--- src/sv/ugc_pkg.sv ---
package ugc_pkg;
  localparam int MaxPointsDef = 1024;
  localparam int CoordBitsDef = 16;
  localparam int MaxBinsDef   = 64;
  localparam int CfgW         = 7;
  localparam int IdxW         = 10;
  localparam int CellW        = 6;

  typedef enum logic [1:0] {
    OP_LOAD  = 2'd0,
    OP_QUERY = 2'd1,
    OP_CLEAR = 2'd2,
    OP_NONE  = 2'd3
  } op_t;

  localparam logic [1:0] REG_BINS_X = 2'd0;
  localparam logic [1:0] REG_BINS_Y = 2'd1;
  localparam logic [1:0] REG_BINS_Z = 2'd2;

  // controller -> datapath
  typedef struct packed {
    logic load;      // store point, widen bounds
    logic clear;     // empty set
    logic capture;   // latch query index
    logic rd;        // issue store read
    logic div_start; // start cell divisions
    logic out_load;  // put result in output register
  } ctl_t;

  // datapath -> controller
  typedef struct packed {
    logic bad;       // query index at or past count
    logic div_done;
  } sts_t;
endpackage

--- src/sv/ugc_ctrl.sv ---
module ugc_ctrl
  import ugc_pkg::*;
(
  input  logic       clk,
  input  logic       rst_n,
  input  logic       in_valid,
  output logic       in_ready,
  input  logic [1:0] in_opcode,
  output logic       out_valid,
  input  logic       out_ready,
  input  sts_t       sts,
  output ctl_t       ctl
);
  typedef enum logic [4:0] {
    S_IDLE = 5'b00001,
    S_RD   = 5'b00010,
    S_DIV  = 5'b00100,
    S_WAIT = 5'b01000,
    S_OUT  = 5'b10000
  } state_t;

  state_t state_r, state_nxt;
  logic   ov_r, ov_nxt;
  logic   acc;

  assign in_ready  = (state_r == S_IDLE);
  assign acc       = in_valid && in_ready;
  assign out_valid = ov_r;

  always_comb begin
    state_nxt = state_r;
    ov_nxt    = ov_r && !out_ready;
    ctl       = '0;
    unique case (state_r)
      S_IDLE: begin
        if (acc) begin
          unique case (op_t'(in_opcode))
            OP_LOAD:  ctl.load = 1'b1;
            OP_CLEAR: ctl.clear = 1'b1;
            OP_QUERY: begin
              ctl.capture = 1'b1;
              ctl.rd = 1'b1;
              state_nxt = S_RD;
            end
            default: ;
          endcase
        end
      end
      S_RD: begin
        if (sts.bad) begin
          state_nxt = S_OUT;
        end else begin
          ctl.div_start = 1'b1;
          state_nxt = S_DIV;
        end
      end
      S_DIV: if (sts.div_done) state_nxt = S_OUT;
      S_OUT: begin
        if (!ov_r || out_ready) begin
          ctl.out_load = 1'b1;
          ov_nxt = 1'b1;
          state_nxt = S_IDLE;
        end
      end
      S_WAIT: state_nxt = S_IDLE;
      default: state_nxt = S_IDLE;
    endcase
  end

  always_ff @(posedge clk) begin
    if (!rst_n) begin
      state_r <= S_IDLE;
      ov_r    <= 1'b0;
    end else begin
      state_r <= state_nxt;
      ov_r    <= ov_nxt;
    end
  end
endmodule

--- config.mk ---
export PLATFORM = sky130hd
export DESIGN_NAME = ugc_ctrl
export DESIGN_NICKNAME = d
export VERILOG_FILES = /design/src/sv/ugc_pkg.sv /design/src/sv/ugc_ctrl.sv
export SDC_FILE = /design/constraint.sdc
export NUM_CORES = 1
export LEC_CHECK = 0
export BUFFER_PORTS_ARGS = -buffer_cell sky130_fd_sc_hd__clkbuf_2
export CELL_PAD_IN_SITES_DETAIL_PLACEMENT = 1
export CELL_PAD_IN_SITES_GLOBAL_PLACEMENT = 1
export CORE_AREA = 2 2 39 41
export DETAILED_ROUTE_END_ITERATION = 10
export DIE_AREA = 0 0 41 43
export PLACE_DENSITY = 0.69
export SLEW_MARGIN = 0
export SYNTH_ARGS = -nofsm -noshare
export SYNTH_HDL_FRONTEND = slang
export SYNTH_SLANG_ARGS = --single-unit
--- constraint.sdc ---
create_clock -name clk -period 1.71 [get_ports clk]
set_input_delay 0.342 -clock clk [delete_from_list [all_inputs] [get_ports clk]]
set_output_delay 0.342 -clock clk [all_outputs]
set_load 0.02 [all_outputs]
After elaboration in Yosys (flattened, before gate mapping)

Cells that the tools add are included.

Equal/unequal tests: 10
Muxes and demuxes: 17
Reductions and logical operators: 7

Operator list:

| operator                                            | count |
|---|---|
| 2-to-1 mux 5 bit                                    | 5 |
| one-hot mux 5 bit (4 select lines)                  | 1 |
| 2-to-1 mux 1 bit                                    | 8 |
| 2-to-1 mux 4 bit                                    | 2 |
| equality test 5 x 1 -> 1 bit, second input constant | 1 |
| equality test 5 x 2 -> 1 bit, second input constant | 1 |
| equality test 5 x 3 -> 1 bit, second input constant | 1 |
| equality test 5 bit, second input constant          | 1 |
| != test 2 x 1 -> 1 bit, second input constant       | 2 |
| != test 2 bit, second input constant                | 2 |
| AND reduction 4 bit                                 | 1 |
| equality test 2 x 1 -> 1 bit, second input constant | 1 |
| equality test 2 bit, second input constant          | 1 |
| logical AND 1 bit                                   | 2 |
| logical NOT 1 bit                                   | 2 |
| logical NOT 2 bit                                   | 1 |
| 2-to-1 mux 2 bit                                    | 1 |
| logical OR 1 bit                                    | 1 |

Flip-flop bits (word level): 6
Input port bits: 8
Output and inout port bits: 8
Logic and storage cells: 36

Depth between registers and ports, before layout

Gate-level depths: netlist of the first run.

Depth after elaboration: 4
Gate-level depth with buffers: 4
Mapped depth without buffers: 4

Worst setup path before layout of the first run

OpenSTA, ideal clock, no wires.

Path kind: reg-to-output
From: register state_r[1]
To: output port ctl[5] in the netlist's numbering
Arrival time: 1708 ps
Path slack: -340 ps
Cell stages (with the launch flop): 3
Buffers on the path: 0
Path through: dfxtp_1 > nor4b_2 > nor4bb_1

RTL lines:

| what                   | RTL line       | RTL |
|---|---|---|
| start, declared        | ugc_ctrl.sv:22 | `state_t state_r, state_nxt;` |
| start signal, assigned | ugc_ctrl.sv:75 | `state_r <= state_nxt;` |
| end, declared          | ugc_ctrl.sv:12 | `output ctl_t ctl` |

==> flow_summary.json, run 1 <==
{
  "seq_power_share_pct": 36.6,
  "grt_overflow": 0,
  "port_buffers": 15,
  "max_cap_viol_count": 0,
  "grt_max_degree": 8,
  "via_per_inst": 4.71,
  "path_cells": "nor4b_4 -> and4b_2 -> buf_4",
  "yosys-top-cells-area": "dfxtp_1 30%, o32ai_4 8.1%, and4b_1 5.9%",
  "worst_pin_slew_ps": 298,
  "clk_pin_slew_ps": 40,
  "cts_tree": "yes",
  "maxSlewViolCount": 0,
  "antenna_found_initial": 0,
  "crit_family": "simple AND/OR/NAND/NOR gates",
  "slew_headroom_pct": 80.0,
  "seq_area_um2": 113,
  "status": "finished with violations",
  "clockBufferDepth": 2,
  "slowest_delay_ps": 360,
  "rows": 14,
  "switching_power_uw": 83.9,
  "synth_ff_type": "dfxtp_1",
  "finalSetupViolCount": 4,
  "synth_common_cells": "5 x dfxtp_1, 3 x nand2_1, 3 x nand3_1, 3 x o21ai_0",
  "crit_path_end_kind": "primary output",
  "place_congestion": 0.684,
  "fp.dieH_um": 43,
  "insertion_delay_ps": 230,
  "finalNonFillerCells": 80,
  "p_comb_share_pct": 23.6,
  "rsz0062_at_grt": "yes",
  "postRouteWirelength_um": 932,
  "hp-class": "in -> reg",
  "synth_most_common_cell": "dfxtp_1",
  "fin_crit_sh_pct": 103,
  "powerDensity_mw_per_mm2": 580,
  "p_leak_nw": 0.261,
  "whs_ps": 366,
  "critPathLaunchType": "flip-flop",
  "synth_seq_cells": 5,
  "layout_min_cycle_time_ps": 1760,
  "antennaDiodeCount": 0,
  "cts_inserted_buffers": 3,
  "ys_warn_count": 0,
  "groute.usage.overall_pct": 12.5,
  "setup_slack_ps": -52.4,
  "p_clk_share_pct": 39.8,
  "syn_to_final_growth_pct": 69.3,
  "syn_avg_cell_area_um2": 9.13,
  "multiInputGateArea_um2": 250,
  "nFillCells": 174,
  "finalHoldViolations": 0,
  "skew_ps": 0.210,
  "power_uw": 331,
  "final_util_pct": 41.3,
  "swShare_pct": 25.3,
  "synth_edf_count": 0,
  "synth_area_um2": 338,
  "synth_top_area_share_pct": 29.6,
  "initial_core_util_pct": 24.4,
  "synth_cells": 37,
  "syn-num-nets": 45,
  "clkSinkCount": 5,
  "required_ps": 1370,
  "num_vias": 377,
  "dr.pass1.iters": 3,
  "die_width_um": 41,
  "dp_hpwl_um": 651,
  "async_reset_ff_share_pct": 0,
  "synth_top_area_cell": "dfxtp_1",
  "io_pins": 16,
  "dpl_worst_slack_ps": 66.7,
  "ir_drop_uv": 248,
  "cp.arrival_ps": 1420,
  "synth.distinct_cells": 23,
  "p_int_uw": 248,
  "die_area_mm2": 0.00176,
  "path_buf_inv": 1,
  "drc": 0,
  "fin_nets": 73,
  "ys_seq_area_share_pct": 29.6,
  "cp_max_fo": 7,
  "grt_pass1_wl_mm": 1.48,
  "post-place-cells": 67,
  "ctsHtreeMaxLevel": 1,
  "post_drt_wl_per_cell_um": 11.7,
  "ant_nets": 0,
  "critical_path_class": "reg -> out",
  "violations": "setup timing",
  "grt_pass1_vias": 384,
  "drt_iter0_drc": 5,
  "slowest_stage": "dfxtp_4",
  "fmax_mhz": 567,
  "cts_root_buf": "clkbuf_4",
  "coreArea_mm2": 0.00138,
  "drive_gt1_share_pct": 60.9,
  "cts_hold_buffers": 0
}
layer usage:
metal / share of wire, % / vias up / GRT usage (%)
li1: - / 191 / -
met1: 42 / 176 / 14.5
met2: 52 / 10 / 20.0
met3: 6.0 / 0 / 3.14
met4: 0 / 0 / 6.00
met5: 0 / - / 0
power groups by stage:
| stage | clock, mW | sequential [mW] | combinational, mW |
|---|---|---|---|
| 2_1_floorplan | 0 | 0.125 | 0.0352 |
| 3_3_place_gp | 0 | 0.126 | 0.0555 |
| 3_5_place_dp | 0 | 0.126 | 0.0556 |
| 4_1_cts | 0.139 | 0.123 | 0.0754 |
| 5_1_grt | 0.147 | 0.122 | 0.0851 |
| 6_report | 0.132 | 0.121 | 0.0784 |
flip-flops by register name, indices dropped and copies added (netlist names):
name       cells
out_valid      1
state_r        4
cells in the final DEF (no fill, tap or decap), types with 2 or more instances in the layout:
cell type  Yosys  routed
buf_4          1      13
clkbuf_2       0      10
o21ai_0        3       3
nand3_1        3       3
clkbuf_4       0       3
dfxtp_4        0       3
nand2b_1       2       2
or2b_1         2       2
nor2_1         2       2
nand2_1        3       2
layout make-up:
cell class,instances,area share [%]
tap,16,3.50
sequential,5,19.7
multi-input combinational,30,43.8
timing repair buffer,24,27.8
inverter,1,0.656
clock buffer,4,4.60
path summary, 6_finish.rpt:
check                     startpoint  cells after the start  slack (ps)                       to
max          state_r[2]$_SDFFE_PN0P_                      3         -50                   ctl[2]
min                            rst_n                      2         370  state_r[0]$_SDFFE_PN1P_
max reg2reg  state_r[2]$_SDFFE_PN0P_                      9         110  state_r[4]$_SDFFE_PN0P_
min reg2reg  state_r[2]$_SDFFE_PN0P_                      2         500  state_r[2]$_SDFFE_PN0P_
kinds of logic (layout without fill, tap and decap cells):
group | after synthesis | after routing | share of synthesized area [%]
compound gates | 7 | 7 | 19.6
xor+xnor | 1 | 1 | 2.59
buf+inv | 2 | 29 | 3.33
flops | 5 | 5 | 29.6
simple gates | 22 | 22 | 44.8
what timing repair did:
item | in CTS | in global routing
buffers inserted | 8 | 2
pin swaps | 2 | 4
endpoints found under the setup margin | 6 | 7
endpoints found under the hold margin | 0 | 0
gates resized for setup | 8 | 12
through the flow:
step	setup TNS, ps	cell area, µm²
6_report	-158	572
3_3_place_gp	0	442
4_1_cts	-267	544
2_1_floorplan	-11.0	354
3_5_place_dp	0	442
5_1_grt	-512	572
No activity file was read; power rests on OpenSTA's default activity.
==> run 2, diff against run 1 <==
==> constraint.sdc (replaced) <==
create_clock -name clk -period 2.14 [get_ports clk]
set_input_delay 0.428 -clock clk [delete_from_list [all_inputs] [get_ports clk]]
set_output_delay 0.428 -clock clk [all_outputs]
set_load 0.02 [all_outputs]
==> run 2 against run 1 <==
Effect of this change: the run now ends clean; global-route usage down 1.3 points; critical endpoint is now ctl[5]; sequential share of layout area up 2.5 points; highest routed layer is now met4; worst setup slack gained 250 ps; hold slack improved by 94 ps; final cell count decreased by 11%; combinational power is 47% lower.
==> flow_summary.json, run 2 (synthesis results as in run 1) <==
{
  "layout_min_cycle_time_ps": 1950,
  "die_area_mm2": 0.00176,
  "post-place-cells": 67,
  "rsz0062_at_grt": "no",
  "port_buffers": 15,
  "met3_usage_pct": 3.66,
  "finalSetupViolCount": 0,
  "post_drt_wl_per_cell_um": 11.3,
  "syn_to_final_growth_pct": 33.7,
  "path_buf_inv": 1,
  "grt_overflow": 0,
  "worst_pin_slew_ps": 388,
  "regMostFlops": "state_r",
  "cts_resized": 0,
  "die_width_um": 41,
  "final_common_cell": "clkbuf_2",
  "slowest_delay_ps": 440,
  "final_util_pct": 32.6,
  "place_area_um2": 425,
  "drc": 0,
  "antennaDiodeCount": 0,
  "whs_ps": 461,
  "final_cell_mix": "15 x clkbuf_2, 5 x dfxtp_1",
  "setup_tns_ps": 0,
  "cp.arrival_ps": 1520,
  "seq_area_um2": 100,
  "drive_gt1_share_pct": 40.0,
  "cp_max_fo": 6,
  "dp_hpwl_um": 627,
  "powerDensity_mw_per_mm2": 553,
  "cts_root_buf": "clkbuf_4",
  "fp.dieH_um": 43,
  "p_leak_nw": 0.200,
  "fin_area_um2": 452,
  "cts_tree": "yes",
  "groute.usage.overall_pct": 11.1,
  "hp-class": "in -> reg",
  "finalHoldViolations": 0,
  "ctsHtreeMaxLevel": 1,
  "clkSinkCount": 5,
  "place_congestion": 0.674,
  "io_pins": 16,
  "multiInputGateArea_um2": 226,
  "slew_headroom_pct": 74.1,
  "maxSlewViolCount": 0,
  "rows": 14,
  "drt_iter0_drc": 2,
  "crit_family": "simple AND/OR/NAND/NOR gates",
  "coreArea_mm2": 0.00138,
  "max_cap_viol_count": 0,
  "top_usage_layer": "met2",
  "grt_util_met1_pct": 13.8,
  "cts_setup_buffers": 0,
  "grt_max_degree": 8,
  "grt_pass1_wl_mm": 1.26,
  "slowest_stage": "nor4b_2",
  "dr.pass1.iters": 2,
  "fmax_mhz": 514,
  "finalNonFillerCells": 71,
  "nFillCells": 182,
  "via_per_inst": 4.61,
  "critical_path_class": "reg -> out",
  "initial_core_util_pct": 24.4,
  "grt_pass1_vias": 311,
  "crit_path_end_kind": "primary output",
  "fin_nets": 64,
  "insertion_delay_ps": 240,
  "postRouteWirelength_um": 799,
  "clockBufferDepth": 2,
  "required_ps": 1710,
  "rrSetupSlack_ps": 690,
  "largest_reg_flops": 4,
  "ir_drop_uv": 177,
  "status": "completed",
  "critPathLaunchType": "flip-flop",
  "use_met2_pct": 14.4,
  "fin_crit_sh_pct": 91.0,
  "antenna_found_initial": 0,
  "skew_ps": 1.53,
  "cts_hold_buffers": 0,
  "path_cells": "nor4b_2 -> nor4bb_1 -> clkbuf_2",
  "ant_nets": 0,
  "clk_pin_slew_ps": 40,
  "num_vias": 327,
  "cts_inserted_buffers": 3
}
[run 2: cell count changes in the layout (fill, tap and decap cells not counted), moves of 3 or more]
cell / previous run / this run
clkbuf_2: 10 / 15
dfxtp_1: 1 / 5
dfxtp_4: 3 / 0
buf_4: 13 / 0
[run 2: path summary, 6_finish.rpt]
path                           startpoint  depth (start not counted)                       to
setup / recovery  state_r[1]$_SDFFE_PN0P_                          3                   ctl[5]
hold / removal                      rst_n                          2  state_r[0]$_SDFFE_PN1P_
setup reg to reg  state_r[4]$_SDFFE_PN0P_                          4  state_r[4]$_SDFFE_PN0P_
hold reg to reg   state_r[4]$_SDFFE_PN0P_                          2  state_r[4]$_SDFFE_PN0P_
[run 2: metrics by stage]
step	power, mW	setup WS [ps]
3_5_place_dp	0.142	460
6_report	0.250	193
5_1_grt	0.266	50.7
4_1_cts	0.256	184
2_1_floorplan	0.125	3.57
3_3_place_gp	0.141	464
[run 2: power breakdown]
| part | internal (mW) | switching (mW) |
|---|---|---|
| Clock | 0.0705 | 0.0393 |
| Sequential | 0.0956 | 0.00309 |
| Combinational | 0.0180 | 0.0234 |
[run 2: cell type report]
type                       instances  area share (%)
timing repair buffer              15            16.6
sequential                         5            22.2
inverter                           1           0.831
multi-input combinational         30            50.1
clock buffer                       4            5.82
tap                               16            4.43
[run 2: per-layer routing]
layer  routed length (µm)  up-vias
met3                   54        2
met2                  335       15
met1                  393      139
met4                   17        0
met5                    0        -
li1                     -      171
==> run 3, diff against run 2 <==
--- a/config.mk
+++ b/config.mk
@@ -5,13 +5,15 @@
 export SDC_FILE = /design/constraint.sdc
 export NUM_CORES = 1
 export LEC_CHECK = 0
+export ABC_AREA = 1
 export BUFFER_PORTS_ARGS = -buffer_cell sky130_fd_sc_hd__clkbuf_2
 export CELL_PAD_IN_SITES_DETAIL_PLACEMENT = 1
 export CELL_PAD_IN_SITES_GLOBAL_PLACEMENT = 1
 export CORE_AREA = 2 2 39 41
 export DETAILED_ROUTE_END_ITERATION = 10
 export DIE_AREA = 0 0 41 43
-export PLACE_DENSITY = 0.69
+export PLACE_DENSITY = 0.71
+export SETUP_SLACK_MARGIN = 0.4
 export SLEW_MARGIN = 0
 export SYNTH_ARGS = -nofsm -noshare
 export SYNTH_HDL_FRONTEND = slang
==> run 3 against run 2 <==
Effect of this change: final cell count up 18%; register-to-register slack better by 340 ps; first-iteration DRC count is 50% lower; count of clock-buffer cells in the layout stayed put; synthesized cell count grew 32%; via count up 18%; critical endpoint unchanged; highest routed layer unchanged.
==> flow_summary.json, run 3 <==
{
  "final_common_cell": "clkbuf_2",
  "yosys-top-cells-area": "dfxtp_1 30%, nor2_2 11%, inv_1 10%",
  "path_buf_inv": 2,
  "setup_tns_ps": 0,
  "fin_nets": 77,
  "slowest_stage": "dfxtp_1",
  "post_drt_wl_per_cell_um": 10.0,
  "fin_crit_sh_pct": 77.4,
  "async_reset_ff_share_pct": 0,
  "fin_area_um2": 468,
  "ir_drop_uv": 329,
  "dr.pass1.iters": 2,
  "crit_path_end_kind": "primary output",
  "port_buffers": 15,
  "syn-num-nets": 57,
  "critPathLaunchType": "flip-flop",
  "final_cell_mix": "13 x clkbuf_2, 8 x inv_1, 5 x nor2_2, 5 x dfxtp_1",
  "rsz0062_at_grt": "no",
  "seq_area_um2": 100,
  "maxSlewViolCount": 0,
  "post-place-cells": 79,
  "syn_avg_cell_area_um2": 6.72,
  "finalHoldViolations": 0,
  "fmax_mhz": 604,
  "ctsHtreeMaxLevel": 1,
  "ys_seq_area_share_pct": 30.4,
  "synth_top_area_cell": "dfxtp_1",
  "synth_common_cells": "9 x inv_1, 6 x nor2_2, 5 x dfxtp_1",
  "slowest_delay_ps": 350,
  "clk_pin_slew_ps": 40,
  "drc": 0,
  "syn_to_final_growth_pct": 42.2,
  "hp-class": "in -> reg",
  "drt_iter0_drc": 1,
  "clockBufferDepth": 2,
  "insertion_delay_ps": 240,
  "place_congestion": 0.752,
  "synth_top_area_share_pct": 30.4,
  "largest_reg_flops": 4,
  "critical_path_class": "reg -> out",
  "via_per_inst": 4.58,
  "synth.distinct_cells": 16,
  "die_area_mm2": 0.00176,
  "num_vias": 385,
  "postRouteWirelength_um": 841,
  "regMostFlops": "state_r",
  "die_width_um": 41,
  "io_pins": 16,
  "synth_area_um2": 329,
  "cts_tree": "yes",
  "cts_inserted_buffers": 3,
  "groute.usage.overall_pct": 11.0,
  "grt_pass1_vias": 327,
  "initial_core_util_pct": 23.8,
  "synth_ff_type": "dfxtp_1",
  "crit_family": "simple AND/OR/NAND/NOR gates",
  "drive_gt1_share_pct": 52.9,
  "worst_pin_slew_ps": 202,
  "grt_pass1_wl_mm": 1.24,
  "antenna_found_initial": 0,
  "place_area_um2": 417,
  "clkSinkCount": 5,
  "rows": 14,
  "synth_seq_cells": 5,
  "slew_headroom_pct": 86.5,
  "dp_hpwl_um": 679,
  "cp.arrival_ps": 1230,
  "dpl_worst_slack_ps": 637,
  "grt_overflow": 0,
  "powerDensity_mw_per_mm2": 952,
  "layout_min_cycle_time_ps": 1660,
  "ys_warn_count": 0,
  "final_util_pct": 33.8,
  "grt_max_degree": 7,
  "synth_edf_count": 0,
  "required_ps": 1710,
  "antennaDiodeCount": 0,
  "p_leak_nw": 0.242,
  "nFillCells": 191,
  "skew_ps": 0.701,
  "synth_cells": 49,
  "finalSetupViolCount": 0,
  "max_cap_viol_count": 0,
  "ant_nets": 0,
  "status": "completed",
  "coreArea_mm2": 0.00138,
  "synth_most_common_cell": "inv_1",
  "cts_root_buf": "clkbuf_4",
  "cts_hold_buffers": 0,
  "setup_slack_ps": 484,
  "multiInputGateArea_um2": 194,
  "fp.dieH_um": 43,
  "finalNonFillerCells": 84,
  "cp_max_fo": 6,
  "path_cells": "inv_2 -> nor2_2 -> nand2_2 -> nor4_2 -> buf_2"
}
[run 3: cell count changes in the layout (fill, tap and decap cells not counted), sizes merged, moves of 3 or more]
cell   change
inv       +11
nor2       +8
nand3      +4
a21oi      +3
buf        +3
[run 3: kinds of logic after synthesis]
kind of cell | after synthesis | share of synthesized area [%]
DFF | 5 | 30.4
buffers and inverters | 13 | 16.0
and+or+nand+nor | 26 | 44.9
AOI/OAI and AO/OA | 5 | 8.74
[run 3: path summary, 6_finish.rpt]
kind / start / endpoint / slack, ps / cells past startpoint
worst max-delay path: state_r[0]$_SDFFE_PN1P_ / ctl[5] / 480 / 5
worst min-delay path: rst_n / state_r[4]$_SDFFE_PN0P_ / 420 / 3
worst max register to register: state_r[0]$_SDFFE_PN1P_ / state_r[4]$_SDFFE_PN0P_ / 1030 / 8
worst min register to register: out_valid$_SDFF_PN0_ / out_valid$_SDFF_PN0_ / 540 / 4
[run 3: repair_timing]
action,4_1_cts,5_1_grt
gates resized for setup,1,5
endpoints found under the setup margin,2,4
setup buffers,0,1
[run 3: power by group]
part           leakage [nW]  total, mW  internal [mW]  switching [mW]
Sequential           0.0408      0.126          0.109          0.0174
Combinational         0.186      0.210         0.0698           0.140
Clock                0.0150      0.109         0.0705          0.0387
Total                 0.242      0.446          0.249           0.196
[run 3: area by class of cell]
type,instances,share of cell area (%)
clock buffer,4,5.61
inverter,12,9.63
multi-input combinational,31,41.4
sequential,5,21.4
tap,16,4.28
timing repair buffer,16,17.6
[run 3: layer usage]
layer  wire (µm)  vias to the layer above  global-route usage, %
met1         322                      167                   11.9
li1            -                      195                      -
met4          41                        0                   12.0
met2         421                       18                   15.3
met3          55                        5                   3.14
met5           0                        -                      0
[run 3: stage by stage]
stage	hold slack, ps	power, mW
finish	422	0.446
global route	426	0.484
CTS	413	0.434
detailed placement	546	0.317
global placement	535	0.316
floorplan	544	0.266
[run 3: worst register-to-register path, delay by kind of cell, from the launching register on]
kind	cells	cell delay [ps]
and+or+nand+nor	6	460
DFF	1	350
buffers and inverters	2	190
